--- src/rtl/pic_pkg.sv ---
// ----------------------------------------------------------------------------
// pic_pkg
// Shared types and register map constants of the platform interrupt controller.
// ----------------------------------------------------------------------------
`default_nettype none

package pic_pkg;

    // bus and event commands
    localparam logic [1:0] CMD_READ  = 2'd0;
    localparam logic [1:0] CMD_WRITE = 2'd1;
    localparam logic [1:0] CMD_RAISE = 2'd2;

    // register map
    localparam logic [25:0] OFF_PENDING    = 26'h001000;
    localparam logic [25:0] OFF_ENABLE     = 26'h002000;
    localparam int          ENABLE_STRIDE  = 'h80;
    localparam logic [25:0] OFF_THRESHOLD  = 26'h200000;
    localparam int          CONTEXT_STRIDE = 'h1000;
    localparam logic [11:0] OFF_CLAIM      = 12'h004;
    localparam int          ENABLE_SHIFT   = $clog2(ENABLE_STRIDE);
    localparam int          CONTEXT_SHIFT  = $clog2(CONTEXT_STRIDE);
    localparam int          SUPERVISOR_CTX = 1;

    typedef struct packed {
        logic [1:0]  command;
        logic [25:0] address;
        logic [31:0] write_data;
        logic [4:0]  source;
    } t_pic_in;

    typedef struct packed {
        logic [31:0] read_data;
        logic        supervisor_irq;
    } t_pic_out;

endpackage

`default_nettype wire

--- src/rtl/platform_interrupt_controller_unit.sv ---
// ----------------------------------------------------------------------------
// platform_interrupt_controller_unit
// Interrupt controller with per-source priorities and per-context enables.
// ----------------------------------------------------------------------------
// Usage:
//   The input channel carries one beat per bus read, bus write or source
//   raise (i_in_valid / o_in_stall). The output channel returns exactly one
//   beat per input beat with the read data and the supervisor line level
//   (o_out_valid / i_out_stall).
//   Source priorities live in a single-port synchronous memory. After each
//   beat the block walks the priority memory one source per cycle to find
//   the best claimable source, so the walk over the priority memory read
//   port sets the rate of beats. A priority read adds a read state before
//   the walk, and a claim read walks once for the claiming context and
//   once for the supervisor.
//   The input side takes one beat at a time and holds o_in_stall high while
//   it works. A finished result sits in an output register; the next beat
//   is accepted while it waits, and the block only holds its next result
//   until the receiver drops i_out_stall.
//   Reset clears all pending, claimed, enable, threshold and priority valid
//   bits, so all priorities read as zero; no clearing pass is needed.
// ----------------------------------------------------------------------------
`default_nettype none

module platform_interrupt_controller_unit
    import pic_pkg::*;
#(
    parameter int NUM_SOURCES  = 32,
    parameter int NUM_CONTEXTS = 2
) (
    input  wire logic     i_clk,
    input  wire logic     i_rst_n,
    input  wire logic     i_in_valid,
    output logic          o_in_stall,
    input  wire t_pic_in  i_in_data,
    output logic          o_out_valid,
    input  wire logic     i_out_stall,
    output t_pic_out      o_out_data
);

    localparam int SW = $clog2(NUM_SOURCES);
    localparam int CW = $clog2(NUM_CONTEXTS);
    localparam logic [SW-1:0] LAST_SRC = SW'(NUM_SOURCES - 1);

    localparam logic [2:0] S_IDLE = 3'd0;
    localparam logic [2:0] S_EXEC = 3'd1;
    localparam logic [2:0] S_PRD  = 3'd2;
    localparam logic [2:0] S_SCAN = 3'd3;
    localparam logic [2:0] S_DONE = 3'd4;

    localparam logic [2:0] K_NONE   = 3'd0;
    localparam logic [2:0] K_PRIO   = 3'd1;
    localparam logic [2:0] K_PEND   = 3'd2;
    localparam logic [2:0] K_ENAB   = 3'd3;
    localparam logic [2:0] K_THRESH = 3'd4;
    localparam logic [2:0] K_CLAIM  = 3'd5;

    logic [2:0]             r_state;
    logic [1:0]             r_cmd;
    logic [2:0]             r_kind;
    logic [SW-1:0]          r_sel;
    logic [CW-1:0]          r_ctx;
    logic [31:0]            r_wdata;
    logic [4:0]             r_src;
    logic [31:0]            r_rd;
    logic                   r_irq;
    logic                   r_claim_scan;

    logic [NUM_SOURCES-1:0] r_pending;
    logic [NUM_SOURCES-1:0] r_claimed;
    logic [31:0]            r_enable [NUM_CONTEXTS];
    logic [31:0]            r_thresh [NUM_CONTEXTS];

    logic [31:0]            mem [NUM_SOURCES];
    logic [NUM_SOURCES-1:0] r_prio_vld;
    logic [31:0]            r_mem_q;
    logic                   r_q_vld;

    logic [SW-1:0]          r_sidx;
    logic                   r_issue;
    logic [SW-1:0]          r_cidx;
    logic                   r_cvld;
    logic [SW-1:0]          r_best;
    logic [31:0]            r_lead_prio;

    logic                   r_out_valid;
    t_pic_out               r_out_data;

    // address decode of the incoming beat
    logic [2:0]             n_kind;
    logic [SW-1:0]          n_sel;
    logic [CW-1:0]          n_ctx;
    logic [25:0]            en_rel;
    logic [25:0]            th_rel;
    logic [25:0]            off;

    always_comb begin
        off    = i_in_data.address;
        en_rel = off - OFF_ENABLE;
        th_rel = off - OFF_THRESHOLD;
        n_kind = K_NONE;
        n_sel  = off[2 +: SW];
        n_ctx  = '0;
        if (off < OFF_PENDING) begin
            if (32'(off[11:2]) < 32'(NUM_SOURCES)) begin
                n_kind = K_PRIO;
            end
        end else if (off == OFF_PENDING) begin
            n_kind = K_PEND;
        end else if (off >= OFF_ENABLE && off < OFF_THRESHOLD) begin
            n_ctx = en_rel[ENABLE_SHIFT +: CW];
            if (en_rel[ENABLE_SHIFT-1:0] == '0
                    && 32'(en_rel[25:ENABLE_SHIFT]) < 32'(NUM_CONTEXTS)) begin
                n_kind = K_ENAB;
            end
        end else if (off >= OFF_THRESHOLD) begin
            n_ctx = th_rel[CONTEXT_SHIFT +: CW];
            if (32'(th_rel[25:CONTEXT_SHIFT]) < 32'(NUM_CONTEXTS)) begin
                if (th_rel[CONTEXT_SHIFT-1:0] == '0) begin
                    n_kind = K_THRESH;
                end else if (th_rel[CONTEXT_SHIFT-1:0] == OFF_CLAIM) begin
                    n_kind = K_CLAIM;
                end
            end
        end
    end

    // priority memory port control
    logic          mem_we;
    logic          mem_re;
    logic [SW-1:0] mem_ra;
    logic [31:0]   prio_q;

    assign mem_we = (r_state == S_EXEC) && (r_cmd == CMD_WRITE) && (r_kind == K_PRIO);
    assign mem_re = ((r_state == S_EXEC) && (r_cmd == CMD_READ) && (r_kind == K_PRIO))
                  || ((r_state == S_SCAN) && r_issue);
    assign mem_ra = (r_state == S_SCAN) ? r_sidx : r_sel;
    assign prio_q = r_q_vld ? r_mem_q : 32'd0;

    always_ff @(posedge i_clk) begin
        if (mem_we) begin
            mem[r_sel] <= r_wdata;
        end
        if (mem_re) begin
            r_mem_q <= mem[mem_ra];
        end
    end

    // scan compare on the word that just came out of the memory
    logic          ready_bit;
    logic          take;
    logic [SW-1:0] best_now;
    logic          scan_last;
    logic          in_acc;
    logic          out_free;

    assign ready_bit = r_pending[r_cidx] & r_enable[r_ctx][r_cidx] & ~r_claimed[r_cidx];
    assign take      = r_cvld && ready_bit && (prio_q > r_thresh[r_ctx])
                     && (prio_q > r_lead_prio);
    assign best_now  = take ? r_cidx : r_best;
    assign scan_last = r_cvld && (r_cidx == LAST_SRC);
    assign in_acc    = i_in_valid && !o_in_stall;
    assign out_free  = !r_out_valid || !i_out_stall;

    always_ff @(posedge i_clk) begin
        if (!i_rst_n) begin
            r_state     <= S_IDLE;
            r_out_valid <= 1'b0;
            r_pending   <= '0;
            r_claimed   <= '0;
            r_prio_vld  <= '0;
            r_q_vld     <= 1'b0;
            r_issue     <= 1'b0;
            r_cvld      <= 1'b0;
            for (int c = 0; c < NUM_CONTEXTS; c++) begin
                r_enable[c] <= '0;
                r_thresh[c] <= '0;
            end
        end else begin
            if (mem_re) begin
                r_q_vld <= r_prio_vld[mem_ra];
            end
            if (r_out_valid && !i_out_stall) begin
                r_out_valid <= 1'b0;
            end

            unique case (r_state)
                S_IDLE: begin
                    if (in_acc) begin
                        r_cmd   <= i_in_data.command;
                        r_wdata <= i_in_data.write_data;
                        r_src   <= i_in_data.source;
                        r_kind  <= n_kind;
                        r_sel   <= n_sel;
                        r_ctx   <= n_ctx;
                        r_rd    <= '0;
                        r_state <= S_EXEC;
                    end
                end
                S_EXEC: begin
                    // default: walk for the supervisor line
                    r_ctx        <= CW'(SUPERVISOR_CTX);
                    r_claim_scan <= 1'b0;
                    r_sidx       <= SW'(1);
                    r_issue      <= 1'b1;
                    r_cvld       <= 1'b0;
                    r_best       <= '0;
                    r_lead_prio  <= '0;
                    r_state      <= S_SCAN;
                    case (r_cmd)
                        CMD_READ: begin
                            unique case (r_kind)
                                K_PRIO: begin
                                    r_issue <= 1'b0;
                                    r_state <= S_PRD;
                                end
                                K_PEND:   r_rd <= 32'(r_pending);
                                K_ENAB:   r_rd <= r_enable[r_ctx];
                                K_THRESH: r_rd <= r_thresh[r_ctx];
                                K_CLAIM: begin
                                    // walk for the claiming context first
                                    r_ctx        <= r_ctx;
                                    r_claim_scan <= 1'b1;
                                end
                                default: r_rd <= '0;
                            endcase
                        end
                        CMD_WRITE: begin
                            unique case (r_kind)
                                K_PRIO:   r_prio_vld[r_sel] <= 1'b1;
                                K_ENAB:   r_enable[r_ctx]   <= r_wdata;
                                K_THRESH: r_thresh[r_ctx]   <= r_wdata;
                                K_CLAIM: begin
                                    if (r_wdata != '0 && r_wdata < 32'(NUM_SOURCES)) begin
                                        r_claimed[r_wdata[SW-1:0]] <= 1'b0;
                                    end
                                end
                                default: ;
                            endcase
                        end
                        CMD_RAISE: begin
                            if (r_src != '0 && 32'(r_src) < 32'(NUM_SOURCES)) begin
                                r_pending[r_src[SW-1:0]] <= 1'b1;
                            end
                        end
                        default: ;
                    endcase
                end
                S_PRD: begin
                    r_rd    <= prio_q;
                    r_issue <= 1'b1;
                    r_state <= S_SCAN;
                end
                S_SCAN: begin
                    if (r_issue) begin
                        if (r_sidx == LAST_SRC) begin
                            r_issue <= 1'b0;
                        end else begin
                            r_sidx <= r_sidx + SW'(1);
                        end
                    end
                    r_cidx <= r_sidx;
                    r_cvld <= r_issue;
                    if (take) begin
                        r_best      <= r_cidx;
                        r_lead_prio <= prio_q;
                    end
                    if (scan_last) begin
                        if (r_claim_scan) begin
                            r_rd <= 32'(best_now);
                            if (best_now != '0) begin
                                r_claimed[best_now] <= 1'b1;
                                r_pending[best_now] <= 1'b0;
                            end
                            r_ctx        <= CW'(SUPERVISOR_CTX);
                            r_claim_scan <= 1'b0;
                            r_sidx       <= SW'(1);
                            r_issue      <= 1'b1;
                            r_cvld       <= 1'b0;
                            r_best       <= '0;
                            r_lead_prio  <= '0;
                        end else begin
                            r_irq   <= (best_now != '0);
                            r_state <= S_DONE;
                        end
                    end
                end
                S_DONE: begin
                    if (out_free) begin
                        r_out_valid                <= 1'b1;
                        r_out_data.read_data      <= r_rd;
                        r_out_data.supervisor_irq <= r_irq;
                        r_state                   <= S_IDLE;
                    end
                end
                default: r_state <= S_IDLE;
            endcase
        end
    end

    assign o_in_stall  = (r_state != S_IDLE);
    assign o_out_valid = r_out_valid;
    assign o_out_data  = r_out_data;

endmodule

`default_nettype wire

--- config.mk ---
export PLATFORM = sky130hd
export DESIGN_NAME = platform_interrupt_controller_unit
export DESIGN_NICKNAME = d
export VERILOG_FILES = /design/src/rtl/pic_pkg.sv /design/src/rtl/platform_interrupt_controller_unit.sv
export SDC_FILE = /design/constraint.sdc
export NUM_CORES = 2
export LEC_CHECK = 0
export BUFFER_PORTS_ARGS = -buffer_cell sky130_fd_sc_hd__buf_2
export CAP_MARGIN = 20
export CORE_MARGIN = 2
export CORE_UTILIZATION = 35
export DETAILED_ROUTE_END_ITERATION = 16
export GPL_ROUTABILITY_DRIVEN = 0
export PLACE_DENSITY_LB_ADDON = 0.15
export SETUP_SLACK_MARGIN = 0.5
export SLEW_MARGIN = 20
export SYNTH_ARGS = -nofsm -noshare
export SYNTH_HDL_FRONTEND = slang
export SYNTH_SLANG_ARGS = --single-unit
--- constraint.sdc ---
create_clock -name i_clk -period 9.7 [get_ports i_clk]
set_input_delay 0.485 -clock i_clk [delete_from_list [all_inputs] [get_ports i_clk]]
set_output_delay 0.485 -clock i_clk [all_outputs]
set_load 0.05 [all_outputs]
==> impl_results.md <==
- Tmin final: 4907 ps
- Largest net degree at the start of global routing: between 100 and 150
- Max Cap Violations: 0
- Net Sw Frac: ~23%
- Die area: between 150,000 and 200,000 µm²
- Placed insts: around 5,800
- CP startpoint kind: flop
- Postcts setup bufs: 0
- Die height: 416.0 µm
- First-pass GRT wire length: 255,000 µm
- Total GRT Usage: about a fifth
- CORE AREA: ~170,000 µm²
- Row Count: 151
- TritonCTS clock tree: built
- CTS root buf: clkbuf_16
- Worst setup skew after layout: 45.31 ps
- Worst vdd ir: around 0.00017 V
- Pwr Total: about 13 mW
- Critical path arrival: about 5400 ps
- Clk slew on worst S/H paths: approximately 60 ps
- Layout area overhead: 15.14%
- Setup ws final: roughly 4800 ps
- Count of cell types in the netlist: 67
- GR Overflow Total: 0
- Hold path start: i_out_stall
- Cell count after synthesis: between 3,000 and 4,000
- Synthesis-stage register bit count: between 1,000 and 1,500
- Seq/Total Area, Yosys: between 70% and 80%
- Asr flop ratio synth: 0%
- Setup TNS: 0 ps
- Area of the multi-input gates: about 16,000 µm²
- Longest Clk Path Bufs: 3
- Slowest cell on crit path: buf_4
- Gate power share: 5.3%
- Yosys top cell by area: edfxtp_1
- Slew @ Worst Pin: between 1000 and 1500 ps
- # DRC: 0
- Syn Area/Cell: about 17 µm²
- Slew HR: 25.14%
- Buffer and inverter count on the worst path: 3
- Max FO, Critical Path: roughly 70
- Delay-heaviest family, CP: buffers and inverters
- Register area: 42,500 µm²
- Pre-antenna DRT Iters: 5
- Hold crit path type: in2reg
- DRT Wirelength: about 180,000 µm
- Lkg Pwr: approximately 23 nW
- EDFF count, synth: 1,346
- Crit-path cells: buf_4 > mux2i_1 > ha_1 > nand4_1 > nor4_1 > nand4_1 > inv_1 > a2111oi_2 > a2111oi_4 > buf_4 > mux2i_1 > o21ai_0
- FILL cells: 15,272
- Number of buffers created by CTS: roughly 160
- Ys Warns: 0
- Critical Setup Path Class: reg2reg
- H-tree levels: 4
- Via-to-Cell Ratio: approximately 5.4
- Post-DRT Antenna Nets: 0
- Post-synth top area share: 68.02%
- Horiz. Die Dim: between 400 and 500 µm
- WP data required: about 10,000 ps
- Initial antenna violation count: 9
- Fin crit share: between 50% and 60%
- Vias post-DR: approximately 33,000
- Worst-skew pair later-pin latency: 810 ps
- RSZ-0062 raised after global routing: no
- DR WL/cell: just under 30 µm
- Prevailing post-synth register cell: edfxtp_1
- Sequential share of power: a little over 50%
- Top Ports: roughly 100
- Top post-synthesis cells by count: edfxtp_1, nand2_1, mux4_2
- Count leader, synth: edfxtp_1
- Initial DRC Count: between 3,000 and 4,000
- Outcome: completed
- PwrDens: around 190 nW/µm²
- CTS sink cnt: around 1,500
- Hpwl dp: slightly below 100,000 µm
- Worst slack, placed: 4793 ps
- Final Hold Fails: 0
- Critical Path Sink Type: flop
- Share of post-route cells with drive strength above 1: roughly 20%
- Clk pwr share: between 40% and 50%
- Fin cells: between 6,000 and 7,000
- Netlist Area Pre-Place: about 59,000 µm²
- Vias in the first global route: ~33,000
- Syn Nets: 3,701
- Worst path max stage delay: 790 ps
- NumNets Final: 3,919
- Final setup violating endpoints: 0
- Achievable Freq: a little over 0.2 GHz
- Internal power: approximately 10 mW
- Initial core utilization: about a third
- I/O Buffers: between 100 and 150
- P_sw: approximately 3.0 mW
- Cells taking the most area after synthesis: edfxtp_1, mux4_2, dfxtp_1
- Final number of max-transition violations: 0
## layout by cell type (no fill, tap or decap), drive strengths merged, types with 20 or more instances in the layout
cell	synthesis	layout
edfxtp	1346	1346
nand2	379	379
mux4	287	287
buf	66	211
clkbuf	134	196
nand3	191	191
and2	166	166
nor2	143	143
o21ai	118	118
mux2i	110	110
dfxtp	104	104
a21oi	67	67
ha	65	65
clkinv	0	63
inv	42	50
dlygate4sd3	0	46
o21a	34	34
or4	25	25
and3	21	21
o21bai	20	20
## per-stage QoR
step	cell area (µm²)	util, %	hold WS, ps
2_1_floorplan	59420	-	400.3
3_3_place_gp	63090	37.31	401.8
3_5_place_dp	63090	37.31	404.5
4_1_cts	68380	40.44	6.479
5_1_grt	68420	40.46	41.58
6_report	68420	40.46	52.98
## registers in the layout (all words and copies together) (netlist names), 5 cells and up, named ones only
signal and flops:
mem 1024, o_out_data 33, r_best 5, r_cidx 5, r_claimed 32, r_enable 64
r_lead_prio 32, r_mem_q 32, r_pending 32, r_prio_vld 32, r_rd 32, r_sel 5
r_sidx 5, r_src 5, r_thresh 64, r_wdata 32
## power groups by stage
| stage | Clock [mW] | Combinational [mW] | Sequential, mW |
|---|---|---|---|
| after floorplan | 0 | 0.435 | 7.02 |
| final | 5.71 | 0.710 | 6.90 |
| after global placement | 0 | 0.698 | 7.03 |
| after CTS | 5.84 | 0.716 | 6.90 |
| after detailed placement | 0 | 0.700 | 7.03 |
| after global routing | 6.09 | 0.768 | 6.90 |
## final cells by class
class,count,area share [%]
Clock inverter,81,1.000
Multi-Input combinational cell,1875,23.79
Antenna cell,1,0.003657
Tap cell,2218,4.056
Clock buffer,196,6.062
Sequential cell,1450,62.12
Timing Repair Buffer,257,2.732
Inverter,42,0.2304
## cell families after synthesis
| kind of cell | count (synthesis) | synth area share [%] |
|---|---|---|
| compound gates | 352 | 3.794 |
| simple gates | 1043 | 8.507 |
| flops | 1450 | 71.53 |
| mux | 411 | 13.00 |
| xor+xnor | 4 | 0.05897 |
| buf+inv | 242 | 1.750 |
| fa+ha+maj | 65 | 1.369 |
## final timing paths
| check | slack (ps) | endpoint | cells past startpoint |
|---|---|---|---|
| worst min register to register | 420 | o_out_data[10] | 0 |
| worst max-delay path | 4790 | r_rd[0] | 12 |
| worst max register to register | 4790 | r_rd[0] | 12 |
| worst min-delay path | 50 | o_out_valid | 3 |
## timing repair
action	in CTS	in global routing
endpoints found under the hold margin	46	0
gates resized for setup	0	0
endpoints found under the setup margin	0	0
hold buffers	46	0
## routing by layer
layer  vias to the layer above  GRT usage (%)  routed length (µm)
met5                         -              0                   0
met4                         0          5.720                4527
met3                       232          2.700                7975
met2                       929          34.40               88030
met1                     17593          28.35               78340
li1                      14402              -                   -
## worst register-to-register path: stages, from the launching register on
cell and delay, ps:
dfxtp_4 760, buf_4 670, mux2i_1 270, ha_1 360, nand4_1 190, nor4_1 420
nand4_1 190, inv_1 110, a2111oi_2 90, a2111oi_4 310, buf_4 790, mux2i_1 360
o21ai_0 110
Power figures use the tool's default switching activity.
